--- src/rtl/mlp_relu_sigmoid_online_train_defines.svh ---
// Assertion macros used by the top level of the perceptron block.
`ifndef MLP_RELU_SIGMOID_ONLINE_TRAIN_DEFINES_SVH
`define MLP_RELU_SIGMOID_ONLINE_TRAIN_DEFINES_SVH

// Checks that a consequence holds in the same cycle as its cause.
`define MLPRS_ASSERT_SAME(lbl, ante, cons, msg) \
    lbl: assert property (@(posedge i_clk) disable iff (!i_rst_n) (ante) |-> (cons)) \
        else $error(msg);

// Checks that a consequence holds in the cycle after its cause.
`define MLPRS_ASSERT_NEXT(lbl, ante, cons, msg) \
    lbl: assert property (@(posedge i_clk) disable iff (!i_rst_n) (ante) |=> (cons)) \
        else $error(msg);

`endif

--- src/rtl/mlprs_pkg.sv ---
// Types, constants and arithmetic helpers of the perceptron block.
package mlprs_pkg;

    localparam int MAX_INPUTS = 128;
    localparam int MAX_HIDDEN = 64;
    localparam int WORD_BITS  = 16;
    localparam int IN_AW      = $clog2(MAX_INPUTS);
    localparam int HID_AW     = $clog2(MAX_HIDDEN);
    localparam int HW_AW      = IN_AW + HID_AW;
    localparam int HW_DEPTH   = MAX_HIDDEN * MAX_INPUTS;

    // Datapath widths.
    localparam int ACC_BITS  = 40;
    localparam int MA_BITS   = 24;
    localparam int MB_BITS   = 18;
    localparam int PROD_BITS = MA_BITS + MB_BITS;
    localparam int STEP_BITS = 18;
    localparam int HS_BITS   = 22;
    localparam int SAT_BITS  = 44;

    localparam logic [15:0] TGT_HIGH = 16'd58982;
    localparam logic [15:0] TGT_LOW  = 16'd6554;
    localparam logic [15:0] LR_RESET = 16'd655;
    localparam logic [6:0]  HC_RESET = 7'd49;

    // Configuration register indexes.
    localparam logic CFG_LEARN_RATE   = 1'b0;
    localparam logic CFG_HIDDEN_COUNT = 1'b1;

    typedef logic signed [WORD_BITS-1:0] t_word;

    typedef enum logic [1:0] {
        FN_HID_WR  = 2'd0,
        FN_OUT_WR  = 2'd1,
        FN_FEATURE = 2'd2,
        FN_TRAIN   = 2'd3
    } t_func;

    typedef enum logic [3:0] {
        OP_NONE,
        OP_CLEAR,
        OP_HBIAS,
        OP_HSUM,
        OP_HFIN,
        OP_OBIAS,
        OP_OSUM,
        OP_OFIN,
        OP_STEP,
        OP_OWUPD,
        OP_OBUPD,
        OP_HS,
        OP_HW,
        OP_HB
    } t_op;

    typedef enum logic [4:0] {
        S_CLEAR,
        S_IDLE,
        S_HBIAS,
        S_HSUM,
        S_HFIN,
        S_OBIAS,
        S_OSUM,
        S_OFIN,
        S_STEP,
        S_OWUPD,
        S_OBUPD,
        S_HS,
        S_HCHK,
        S_HW,
        S_HB,
        S_WAIT
    } t_state;

    typedef struct packed {
        t_op               op;
        logic [HID_AW-1:0] i;
        logic [IN_AW-1:0]  j;
        logic              train;
        logic              correct;
    } t_cmd;

    typedef struct packed {
        logic empty;
        logic out_full;
        logic hact;
    } t_stat;

    // Saturates a wide signed value to one stored word.
    function automatic t_word sat_word(input logic signed [SAT_BITS-1:0] x);
        logic signed [SAT_BITS-1:0] hi;
        logic signed [SAT_BITS-1:0] lo;
        hi = SAT_BITS'({1'b0, {(WORD_BITS-1){1'b1}}});
        lo = -hi - SAT_BITS'(1);
        if (x > hi) begin
            return t_word'(hi);
        end else if (x < lo) begin
            return t_word'(lo);
        end
        return t_word'(x);
    endfunction

    // Piecewise-linear sigmoid, Q4.12 in, unsigned Q0.16 out.
    function automatic logic [15:0] sigmoid_q16(input t_word x);
        logic [16:0] a;
        logic [16:0] y;
        a = x[WORD_BITS-1] ? (17'd0 - 17'(x)) : 17'(x);
        if (a >= 17'd20480) begin
            y = 17'd65536;
        end else if (a >= 17'd9728) begin
            y = (a >> 1) + 17'd55296;
        end else if (a >= 17'd4096) begin
            y = (a << 1) + 17'd40960;
        end else begin
            y = (a << 2) + 17'd32768;
        end
        if (x[WORD_BITS-1]) begin
            y = 17'd65536 - y;
        end
        if (y > 17'd65535) begin
            y = 17'd65535;
        end
        return y[15:0];
    endfunction

endpackage

--- src/rtl/mlprs_ctrl.sv ---
// Sequencer that walks the forward pass, training step and clearing pass.
module mlprs_ctrl (
    input  logic                i_clk,
    input  logic                i_rst_n,
    input  logic                i_in_valid,
    input  mlprs_pkg::t_func    i_func,
    input  logic [7:0]          i_position,
    input  logic                i_last,
    input  logic                i_was_correct,
    input  logic [6:0]          i_hidden_count,
    input  mlprs_pkg::t_stat    i_stat,
    output logic                o_in_stall,
    output logic                o_load,
    output mlprs_pkg::t_cmd     o_cmd
);

    mlprs_pkg::t_state r_state, n_state;
    mlprs_pkg::t_state r_after, n_after;
    logic [6:0] r_i, n_i;
    logic [7:0] r_j, n_j;
    logic [7:0] r_nf, n_nf;
    logic       r_train, n_train;
    logic       r_correct, n_correct;
    logic [6:0] nh;
    logic       i_end;
    logic       j_end;

    // Neurons in use, clamped to the array size.
    assign nh    = (i_hidden_count > 7'(mlprs_pkg::MAX_HIDDEN)) ?
                   7'(mlprs_pkg::MAX_HIDDEN) : i_hidden_count;
    assign i_end = ((r_i + 7'd1) == nh);
    assign j_end = ((r_j + 8'd1) == r_nf);

    // State and counters.
    always_ff @(posedge i_clk) begin
        if (!i_rst_n) begin
            r_state   <= mlprs_pkg::S_CLEAR;
            r_after   <= mlprs_pkg::S_IDLE;
            r_i       <= '0;
            r_j       <= '0;
            r_nf      <= '0;
            r_train   <= 1'b0;
            r_correct <= 1'b0;
        end else begin
            r_state   <= n_state;
            r_after   <= n_after;
            r_i       <= n_i;
            r_j       <= n_j;
            r_nf      <= n_nf;
            r_train   <= n_train;
            r_correct <= n_correct;
        end
    end

    // Next state and command issue.
    always_comb begin
        n_state     = r_state;
        n_after     = r_after;
        n_i         = r_i;
        n_j         = r_j;
        n_nf        = r_nf;
        n_train     = r_train;
        n_correct   = r_correct;
        o_in_stall  = 1'b1;
        o_load      = 1'b0;
        o_cmd.op      = mlprs_pkg::OP_NONE;
        o_cmd.i       = r_i[mlprs_pkg::HID_AW-1:0];
        o_cmd.j       = r_j[mlprs_pkg::IN_AW-1:0];
        o_cmd.train   = r_train;
        o_cmd.correct = r_correct;
        unique case (r_state)
            mlprs_pkg::S_CLEAR: begin
                o_cmd.op = mlprs_pkg::OP_CLEAR;
                n_j = r_j + 8'd1;
                if (r_j == 8'(mlprs_pkg::MAX_INPUTS - 1)) begin
                    n_j = '0;
                    n_i = r_i + 7'd1;
                    if (r_i == 7'(mlprs_pkg::MAX_HIDDEN - 1)) begin
                        n_i     = '0;
                        n_state = mlprs_pkg::S_IDLE;
                    end
                end
            end
            mlprs_pkg::S_IDLE: begin
                o_in_stall = 1'b0;
                o_load     = i_in_valid;
                n_i = '0;
                n_j = '0;
                if (i_in_valid && ((i_func == mlprs_pkg::FN_TRAIN) ||
                        (i_func == mlprs_pkg::FN_FEATURE && i_last))) begin
                    n_train   = (i_func == mlprs_pkg::FN_TRAIN);
                    n_correct = i_was_correct;
                    if (i_func == mlprs_pkg::FN_FEATURE) begin
                        n_nf = (i_position >= 8'(mlprs_pkg::MAX_INPUTS)) ?
                               8'(mlprs_pkg::MAX_INPUTS) : (i_position + 8'd1);
                    end
                    n_state = (nh != 7'd0) ? mlprs_pkg::S_HBIAS : mlprs_pkg::S_OBIAS;
                end
            end
            mlprs_pkg::S_HBIAS: begin
                o_cmd.op = mlprs_pkg::OP_HBIAS;
                n_j = '0;
                n_state = (r_nf != 8'd0) ? mlprs_pkg::S_HSUM : mlprs_pkg::S_HFIN;
            end
            mlprs_pkg::S_HSUM: begin
                o_cmd.op = mlprs_pkg::OP_HSUM;
                n_j = r_j + 8'd1;
                if (j_end) begin
                    n_state = mlprs_pkg::S_HFIN;
                end
            end
            mlprs_pkg::S_HFIN: begin
                o_cmd.op = mlprs_pkg::OP_HFIN;
                n_i = r_i + 7'd1;
                if (i_end) begin
                    n_state = mlprs_pkg::S_WAIT;
                    n_after = mlprs_pkg::S_OBIAS;
                end else begin
                    n_state = mlprs_pkg::S_HBIAS;
                end
            end
            mlprs_pkg::S_OBIAS: begin
                o_cmd.op = mlprs_pkg::OP_OBIAS;
                n_i = '0;
                n_state = (nh != 7'd0) ? mlprs_pkg::S_OSUM : mlprs_pkg::S_OFIN;
            end
            mlprs_pkg::S_OSUM: begin
                o_cmd.op = mlprs_pkg::OP_OSUM;
                n_i = r_i + 7'd1;
                if (i_end) begin
                    n_state = mlprs_pkg::S_OFIN;
                end
            end
            mlprs_pkg::S_OFIN: begin
                // The result beat waits for a free output register.
                if (!i_stat.out_full) begin
                    o_cmd.op = mlprs_pkg::OP_OFIN;
                    n_state  = mlprs_pkg::S_WAIT;
                    n_after  = r_train ? mlprs_pkg::S_STEP : mlprs_pkg::S_IDLE;
                end
            end
            mlprs_pkg::S_STEP: begin
                o_cmd.op = mlprs_pkg::OP_STEP;
                n_i      = '0;
                n_state  = mlprs_pkg::S_WAIT;
                n_after  = (nh != 7'd0) ? mlprs_pkg::S_OWUPD : mlprs_pkg::S_OBUPD;
            end
            mlprs_pkg::S_OWUPD: begin
                o_cmd.op = mlprs_pkg::OP_OWUPD;
                n_i = r_i + 7'd1;
                if (i_end) begin
                    n_state = mlprs_pkg::S_OBUPD;
                end
            end
            mlprs_pkg::S_OBUPD: begin
                o_cmd.op = mlprs_pkg::OP_OBUPD;
                n_i      = '0;
                n_state  = mlprs_pkg::S_WAIT;
                n_after  = (nh != 7'd0) ? mlprs_pkg::S_HS : mlprs_pkg::S_IDLE;
            end
            mlprs_pkg::S_HS: begin
                o_cmd.op = mlprs_pkg::OP_HS;
                n_state  = mlprs_pkg::S_WAIT;
                n_after  = mlprs_pkg::S_HCHK;
            end
            mlprs_pkg::S_HCHK: begin
                // Neurons with no activation keep their hidden weights.
                n_j = '0;
                if (i_stat.hact) begin
                    n_state = (r_nf != 8'd0) ? mlprs_pkg::S_HW : mlprs_pkg::S_HB;
                end else begin
                    n_i = r_i + 7'd1;
                    n_state = i_end ? mlprs_pkg::S_IDLE : mlprs_pkg::S_HS;
                end
            end
            mlprs_pkg::S_HW: begin
                o_cmd.op = mlprs_pkg::OP_HW;
                n_j = r_j + 8'd1;
                if (j_end) begin
                    n_state = mlprs_pkg::S_HB;
                end
            end
            mlprs_pkg::S_HB: begin
                o_cmd.op = mlprs_pkg::OP_HB;
                n_i = r_i + 7'd1;
                if (i_end) begin
                    n_state = mlprs_pkg::S_WAIT;
                    n_after = mlprs_pkg::S_IDLE;
                end else begin
                    n_state = mlprs_pkg::S_HS;
                end
            end
            mlprs_pkg::S_WAIT: begin
                if (i_stat.empty) begin
                    n_state = r_after;
                end
            end
            default: begin
                n_state = mlprs_pkg::S_IDLE;
            end
        endcase
    end

endmodule

--- config.mk ---
export PLATFORM = sky130hd
export DESIGN_NAME = mlprs_ctrl
export DESIGN_NICKNAME = d
export VERILOG_FILES = /design/src/rtl/mlp_relu_sigmoid_online_train_defines.svh /design/src/rtl/mlprs_pkg.sv /design/src/rtl/mlprs_ctrl.sv
export SDC_FILE = /design/constraint.sdc
export NUM_CORES = 1
export LEC_CHECK = 0
export BUFFER_PORTS_ARGS = -buffer_cell sky130_fd_sc_hd__buf_2
export CAP_MARGIN = 20
export CORE_ASPECT_RATIO = 1.1
export CORE_MARGIN = 5
export CORE_UTILIZATION = 52
export DETAILED_ROUTE_END_ITERATION = 16
export GPL_ROUTABILITY_DRIVEN = 0
export PLACE_DENSITY = 0.77
export SYNTH_ARGS = -nofsm -noshare
export SYNTH_HDL_FRONTEND = slang
export SYNTH_SLANG_ARGS = --single-unit
export TNS_END_PERCENT = 100
--- constraint.sdc ---
create_clock -name i_clk -period 2.65 [get_ports i_clk]
set_clock_uncertainty 0.1 [all_clocks]
set_input_delay 0.265 -clock i_clk [delete_from_list [all_inputs] [get_ports i_clk]]
set_output_delay 0.265 -clock i_clk [all_outputs]
set_load 0.03 [all_outputs]
## Word level (Yosys, flattened, before mapping)

Cells that the tools add are included.

| storage, ports and cells | value |
|---|---|
| output and inout port bits | 21 |
| input bits | 25 |
| bits in registers | 35 |

| cells by class | value |
|---|---|
| muxes and demuxes | 37 |
| equal/unequal tests | 33 |
| reductions and logical operators | 19 |
| add/sub/neg operators | 3 |
| order comparisons | 2 |

Operator list:

| cell | count |
|---|---|
| one-hot mux 5 bit (14 select lines) | 1 |
| 2-to-1 mux 5 bit | 12 |
| one-hot mux 4 bit (13 select lines) | 1 |
| == test 5 x 4 -> 1 bit (second input constant) | 8 |
| one-hot mux 5 bit (6 select lines) | 1 |
| 2-to-1 mux 7 bit | 4 |
| one-hot mux 7 bit (4 select lines) | 1 |
| inequality test 2 bit (second input constant) | 12 |
| one-hot mux 8 bit (3 select lines) | 1 |
| == test 5 x 3 -> 1 bit (second input constant) | 4 |
| 2-to-1 mux 4 bit | 5 |
| adder 8 x 1 -> 8 bit (second input constant) | 2 |
| 2-to-1 mux 8 bit | 2 |
| 2-to-1 mux 3 bit | 4 |
| == test 5 x 2 -> 1 bit (second input constant) | 2 |
| AND reduction 9 bit | 1 |
| == test 8 x 7 -> 1 bit (second input constant) | 1 |
| == test 8 bit | 1 |
| greater-or-equal comparator 8 bit (second input constant) | 1 |
| nonzero test 8 bit | 1 |
| OR reduction 4 bit | 2 |
| adder 7 x 1 -> 7 bit (second input constant) | 1 |
| == test 7 x 6 -> 1 bit (second input constant) | 1 |
| == test 7 bit | 1 |
| 17 further kinds | 24 |

## Depth between registers and ports, before layout

| depth | value |
|---|---|
| word-level depth | 6 |
| depth in mapped cells | 10 |

## Least setup slack after synthesis

No wires, ideal clock.

| timing | value |
|---|---|
| path type | reg2reg |
| start | register r_i[0] |
| end | register r_after[0] |
| cell stages (with the launch flop) | 9 |
| path slack | 0.129 ns |
| data required time | 2.428 ns |
| library setup time | 0.122 ns |
| period minus slack after synthesis | 2.521 ns |
| arrival time | 2.299 ns |
| path through | dfxtp_1 -> ha_1 -> xor2_1 -> or4_1 -> o211ai_1 -> o2111ai_1 -> a211o_1 -> and3_1 -> a311o_1 |

| on the way | value |
|---|---|
| word-level cells in the longest chain between the ends | 4 |
| elaborated cells on any way between the ends | 5 |

RTL lines:

| element | RTL line | source |
|---|---|---|
| start, declared | mlprs_ctrl.sv:19 | `logic [6:0] r_i, n_i;` |
| start signal, assigned | mlprs_ctrl.sv:47 | `r_i <= n_i;` |
| adder 7 x 1 -> 7 bit (*) | mlprs_ctrl.sv:31 | `assign i_end = ((r_i + 7'd1) == nh);` |
| == test 7 bit (*) | mlprs_ctrl.sv:31 |  |
| inequality test 2 bit (no line) | - |  |
| AND reduction 4 bit (no line) (*) | - |  |
| end signal, assigned | mlprs_ctrl.sv:38 | `r_after <= mlprs_pkg::S_IDLE;` |
| end signal, assigned | mlprs_ctrl.sv:46 | `r_after <= n_after;` |
| end, declared | mlprs_ctrl.sv:18 | `mlprs_pkg::t_state r_after, n_after;` |

Mark *: on every way between the ends. The rest lies on a longest branch, timed or not.
A chain may end at the register's enable or synchronous reset.

## Final worst setup path

| timing | value |
|---|---|
| start | register r_i[2] |
| end | register r_state[0] |

| on the way | value |
|---|---|
| word-level cells in the longest chain between the ends | 4 |
| elaborated cells on any way between the ends | 9 |

RTL lines:

| element | RTL line | source |
|---|---|---|
| adder 7 x 1 -> 7 bit | mlprs_ctrl.sv:31 |  |
| == test 7 bit | mlprs_ctrl.sv:31 |  |
| 2-to-1 mux 4 bit or inequality test 2 bit (tied branches) | - |  |
| one-hot mux 5 bit (14 select lines) or AND reduction 9 bit (tied branches) | - |  |
| end signal, assigned | mlprs_ctrl.sv:37 | `r_state <= mlprs_pkg::S_CLEAR;` |
| end signal, assigned | mlprs_ctrl.sv:45 | `r_state <= n_state;` |
| end, declared | mlprs_ctrl.sv:17 | `mlprs_pkg::t_state r_state, n_state;` |

Several ways; a longest one is shown, not always the timed one.

==> metrics.log <==
[metrics] max frequency: 388.4 MHz
[metrics] number of top-level pins: 46
[metrics] Hold Fails Final Rpt: 0
[metrics] TritonCTS clock tree: done
[metrics] worst slack on hold paths: 0.09629 ns
[metrics] antenna violations before repair: 0
[metrics] ant diodes: 0
[metrics] Rows: 28
[metrics] Die H: 87.45 um
[metrics] count of buffers inserted at the top-level ports: 45
[metrics] clock latency at the later pin of the worst-skew pair: 0.29 ns
[metrics] Max FO, Critical Path: 10
[metrics] combined area of the multi-input logic cells: 1936 sq um
[metrics] storage element area: 660.6 sq um
[metrics] worst hold path endpoint: r_nf[0]$_SDFFE_PN0P_
[metrics] leakage power: 0.001218 uW
[metrics] overall overflow remaining after global route: 0
[metrics] simple-gate share of the synthesized area: 26.17%
[metrics] asr flop ratio synth: 0%
[metrics] Post-Synthesis Cells: 377
[metrics] fraction of the mapped netlist area in compound gates: 28.86%
[metrics] post-synthesis mux area share: 2.515%
[metrics] Detailed Route Iter0 Violations: 241
[metrics] relative slew slack: 60.49%
[metrics] master cell of the clock root buffer: sky130_fd_sc_hd__clkbuf_8
[metrics] Area Overhead vs Synth: 13.02%
[metrics] H-Tree Level Count: 2
[metrics] DRC Markers: 0
[metrics] unrepaired setup endpoints after global routing: yes
[metrics] summed area of non-filler cells in the final layout: 3204 sq um
[metrics] number of max-slew violations in the final report: 0
[metrics] routed wire length per instance: 15.46 um
[metrics] Max clock buf depth: 2
[metrics] HPWL after detailed placement: 5.885 mm
[metrics] summed instance area of the synthesized netlist: 2835 sq um
[metrics] global-route wire length before repair: 12.97 mm
[metrics] Post-synth top flop: sky130_fd_sc_hd__dfxtp_1
[metrics] hold_buf cts: 0
[metrics] post-DR vias/cell: 6.045
[metrics] Max-cap violations: 0
[metrics] clock sink count: 33
[metrics] post-synthesis net count: 406
[metrics] crit share post-route: 97.16%
[metrics] transition time of the tightest slew-check pin: 0.5777 ns
[metrics] Flop pwr share: 49.9%
[metrics] Data arrival, critical path: 2.66 ns
[metrics] Internal Pwr Total: 734.8 uW
[metrics] capture instance of the worst register-to-register path: r_state[0]$_SDFFE_PN0P_
[metrics] total routing usage reported by global routing: 22.96%
[metrics] type of element launching the critical path: flip-flop
[metrics] Final Instance Count excl. Fillers: 494
[metrics] count of flip-flops with a built-in enable after synthesis: 0
[metrics] pin count of the biggest net entering global routing: 20
[metrics] number of setup violations in the final report: 0
[metrics] Yosys warning total: 0
[metrics] count of cell types in the netlist: 73
[metrics] post-placement cell count: 485
[metrics] fraction of power consumed by combinational cells: 12.4%
[metrics] TNS Setup: 0 ns
[metrics] ANT nets after route: 0
[metrics] Pwr Density: 317.2 nW/um^2
[metrics] Initial Utilization: 53.24%
[metrics] share of final-layout standard cells stronger than drive strength 1: 22.67%
[metrics] largest cells by area after synthesis: sky130_fd_sc_hd__dfxtp_1 (23%), sky130_fd_sc_hd__a21oi_1 (6.4%), sky130_fd_sc_hd__nand2_1 (6.2%)
[metrics] area of the die: 7031 sq um
[metrics] net count of the finished layout: 447
[metrics] critical path class: flip-flop to flip-flop
[metrics] portion of synthesized cell area occupied by the leading cell type: 23.30%
[metrics] Yosys reg bits: 33
[metrics] Min Clock Period, post-route: 2.575 ns
[metrics] number of cells traversed by the worst hold path: 2
[metrics] outcome: finished clean
[metrics] clock network fraction of design power: 37.7%
[metrics] Num CTS Buffers: 5
[metrics] worst setup slack for register-to-register paths: 0.08 ns
[metrics] Min-Delay Path Class: input port to flip-flop
[metrics] combinational family with the most area after synthesis: compound AO/OA/AOI/OAI gates
[metrics] total net switching power: 281.6 uW
[metrics] Register-to-Register Path Depth: 7
[metrics] Area after DPL: 3067 sq um
[metrics] Critical R2R Launch: r_i[2]$_SDFFE_PN0P_
[metrics] Clk pin slew, worst setup/hold paths: 0.08 ns
[metrics] vias in the first global route: 2,899
[metrics] IR Drop Worst-Case VDD: 362.4 uV
[metrics] synthesized area per cell: 7.520 sq um
[metrics] Pre-Repair DR Iteration Count: 6
[metrics] critical path endpoint category: flip-flop
[metrics] share of the synthesized netlist area taken by xor and xnor gates: 7.414%
[metrics] total detailed-routing wirelength: 7.637 mm
[metrics] switching fraction of total power: 27.70%
[metrics] Layout fillers: 515
[metrics] Synth area leader: sky130_fd_sc_hd__dfxtp_1
[metrics] routed vias: 2,986
[metrics] source of the worst hold timing path: i_position[0]
[metrics] area of the core region: 5325 sq um
[metrics] area share of fa/ha/maj cells after synthesis: 1.765%
[metrics] Die Span X: 80.41 um
[metrics] Required @ worst endpoint: 2.73 ns
[metrics] sequential element share of the synthesized area: 23.30%
## cell families (layout without fill, tap and decap cells)
kind of cell             Yosys count  in the layout
buffers and inverters             44             86
XOR/XNOR                          24             24
flip-flops                        33             33
AND/OR/NAND/NOR                  146            146
multiplexers                       7              7
adder cells (fa/ha/maj)            4              4
AO/OA/AOI/OAI                    119            119
## sequential cells by signal, summed over array words and instances (netlist names)
| signal | cells |
|---|---|
| r_state | 4 |
| r_j | 8 |
| r_train | 1 |
| r_correct | 1 |
| r_nf | 8 |
| r_i | 7 |
| r_after | 4 |
## cell usage after synthesis, types with 3 or more instances
| library cell | n |
|---|---|
| sky130_fd_sc_hd__nand2_1 | 47 |
| sky130_fd_sc_hd__a21oi_1 | 36 |
| sky130_fd_sc_hd__dfxtp_1 | 33 |
| sky130_fd_sc_hd__o21ai_0 | 27 |
| sky130_fd_sc_hd__nor2_1 | 26 |
| sky130_fd_sc_hd__buf_4 | 15 |
| sky130_fd_sc_hd__xnor2_1 | 14 |
| sky130_fd_sc_hd__nor3_1 | 13 |
| sky130_fd_sc_hd__inv_1 | 11 |
| sky130_fd_sc_hd__nand3_1 | 11 |
| sky130_fd_sc_hd__xor2_1 | 10 |
| sky130_fd_sc_hd__and3_1 | 7 |
| sky130_fd_sc_hd__clkbuf_1 | 7 |
| sky130_fd_sc_hd__or3_1 | 7 |
| sky130_fd_sc_hd__mux2i_1 | 6 |
| sky130_fd_sc_hd__nand2b_1 | 6 |
| sky130_fd_sc_hd__a311oi_1 | 5 |
| sky130_fd_sc_hd__clkbuf_8 | 5 |
| sky130_fd_sc_hd__a211oi_1 | 4 |
| sky130_fd_sc_hd__a31oi_1 | 4 |
| sky130_fd_sc_hd__ha_1 | 4 |
| sky130_fd_sc_hd__nor4_1 | 4 |
| sky130_fd_sc_hd__o211ai_1 | 4 |
| sky130_fd_sc_hd__or4_1 | 4 |
| sky130_fd_sc_hd__a221oi_1 | 3 |
| sky130_fd_sc_hd__buf_2 | 3 |
| sky130_fd_sc_hd__nand4_1 | 3 |
| sky130_fd_sc_hd__nor2b_1 | 3 |
| sky130_fd_sc_hd__o221ai_1 | 3 |
| sky130_fd_sc_hd__or2b_2 | 3 |
## stage by stage
stage / total power, uW / utilization (%) / setup slack, ns
floorplan: 598.6 / - / 0.1290
global placement: 638.7 / 57.59 / 0.1512
detailed placement: 642.5 / 57.59 / 0.06124
CTS: 1025 / 59.21 / 0.03326
global route: 1067 / 60.17 / -0.01149
finish: 1016 / 60.17 / 0.07526
## worst max-delay path by stage
| stage | startpoint | to | cells after the start |
|---|---|---|---|
| floorplan | r_i[0]$_SDFFE_PN0P_ | r_after[0]$_SDFFE_PN1P_ | 8 |
| global placement | r_i[1]$_SDFFE_PN0P_ | r_state[3]$_SDFFE_PN0P_ | 8 |
| detailed placement | r_i[1]$_SDFFE_PN0P_ | r_state[3]$_SDFFE_PN0P_ | 8 |
| CTS | r_i[1]$_SDFFE_PN0P_ | r_state[1]$_SDFFE_PN0P_ | 8 |
| global route | r_i[1]$_SDFFE_PN0P_ | r_state[0]$_SDFFE_PN0P_ | 8 |
| finish | r_i[2]$_SDFFE_PN0P_ | r_state[0]$_SDFFE_PN0P_ | 7 |
## metal layers
| metal | up-vias | track usage [%] | share of wire, % |
|---|---|---|---|
| met5 | - | 0 | 0 |
| met4 | 0 | 12.90 | 3.7 |
| met3 | 28 | 3.002 | 6.3 |
| met2 | 136 | 39.61 | 50 |
| met1 | 1365 | 27.15 | 41 |
| li1 | 1457 | - | - |
## power groups by stage
stage | combinational [uW] | clock (uW) | sequential, uW
2_1_floorplan | 81.8 | 0 | 517
3_3_place_gp | 121 | 0 | 518
3_5_place_dp | 124 | 0 | 518
4_1_cts | 125 | 393 | 507
5_1_grt | 139 | 420 | 508
6_report | 126 | 383 | 507
## cells in the final DEF (no fill, tap or decap), drive strengths merged, types with 3 or more instances in the layout
cell type	netlist	final
a211oi	4	4
a21oi	37	37
a221oi	3	3
a311oi	6	6
a31oi	4	4
and3	7	7
buf	20	66
clkbuf	12	5
clkinv	1	3
dfxtp	33	33
ha	4	4
inv	11	11
mux2i	6	6
nand2	47	47
nand2b	6	6
nand3	12	12
nand4	3	3
nor2	26	26
nor2b	3	3
nor3	13	13
nor4	5	5
o211ai	4	4
o21ai	27	27
o221ai	3	3
or2	3	3
or2b	3	3
or3	8	8
or4	4	4
xnor2	14	14
xor2	10	10
## repair_timing
| action | CTS | global route |
|---|---|---|
| resized for setup | 0 | 7 |
| setup buffers | 0 | 1 |
| setup endpoints to repair | 0 | 11 |
## worst max-delay path: stages (launching register included)
cell	delay (ns)
sky130_fd_sc_hd__dfxtp_1	0.50
sky130_fd_sc_hd__nand3_4	0.18
sky130_fd_sc_hd__o211a_1	0.28
sky130_fd_sc_hd__o41ai_2	0.38
sky130_fd_sc_hd__o2111a_2	0.37
sky130_fd_sc_hd__a21boi_2	0.10
sky130_fd_sc_hd__or2_0	0.25
sky130_fd_sc_hd__o31a_1	0.30
## area by class of cell
type	instances	area share, %
Clock inverter	3	0.5467
Inverter	12	1.406
Tap cell	75	2.929
Clock buffer	5	2.148
Multi-Input combinational cell	300	60.41
Timing Repair Buffer	66	11.95
Sequential cell	33	20.62
(Power assumes the default switching activity.)
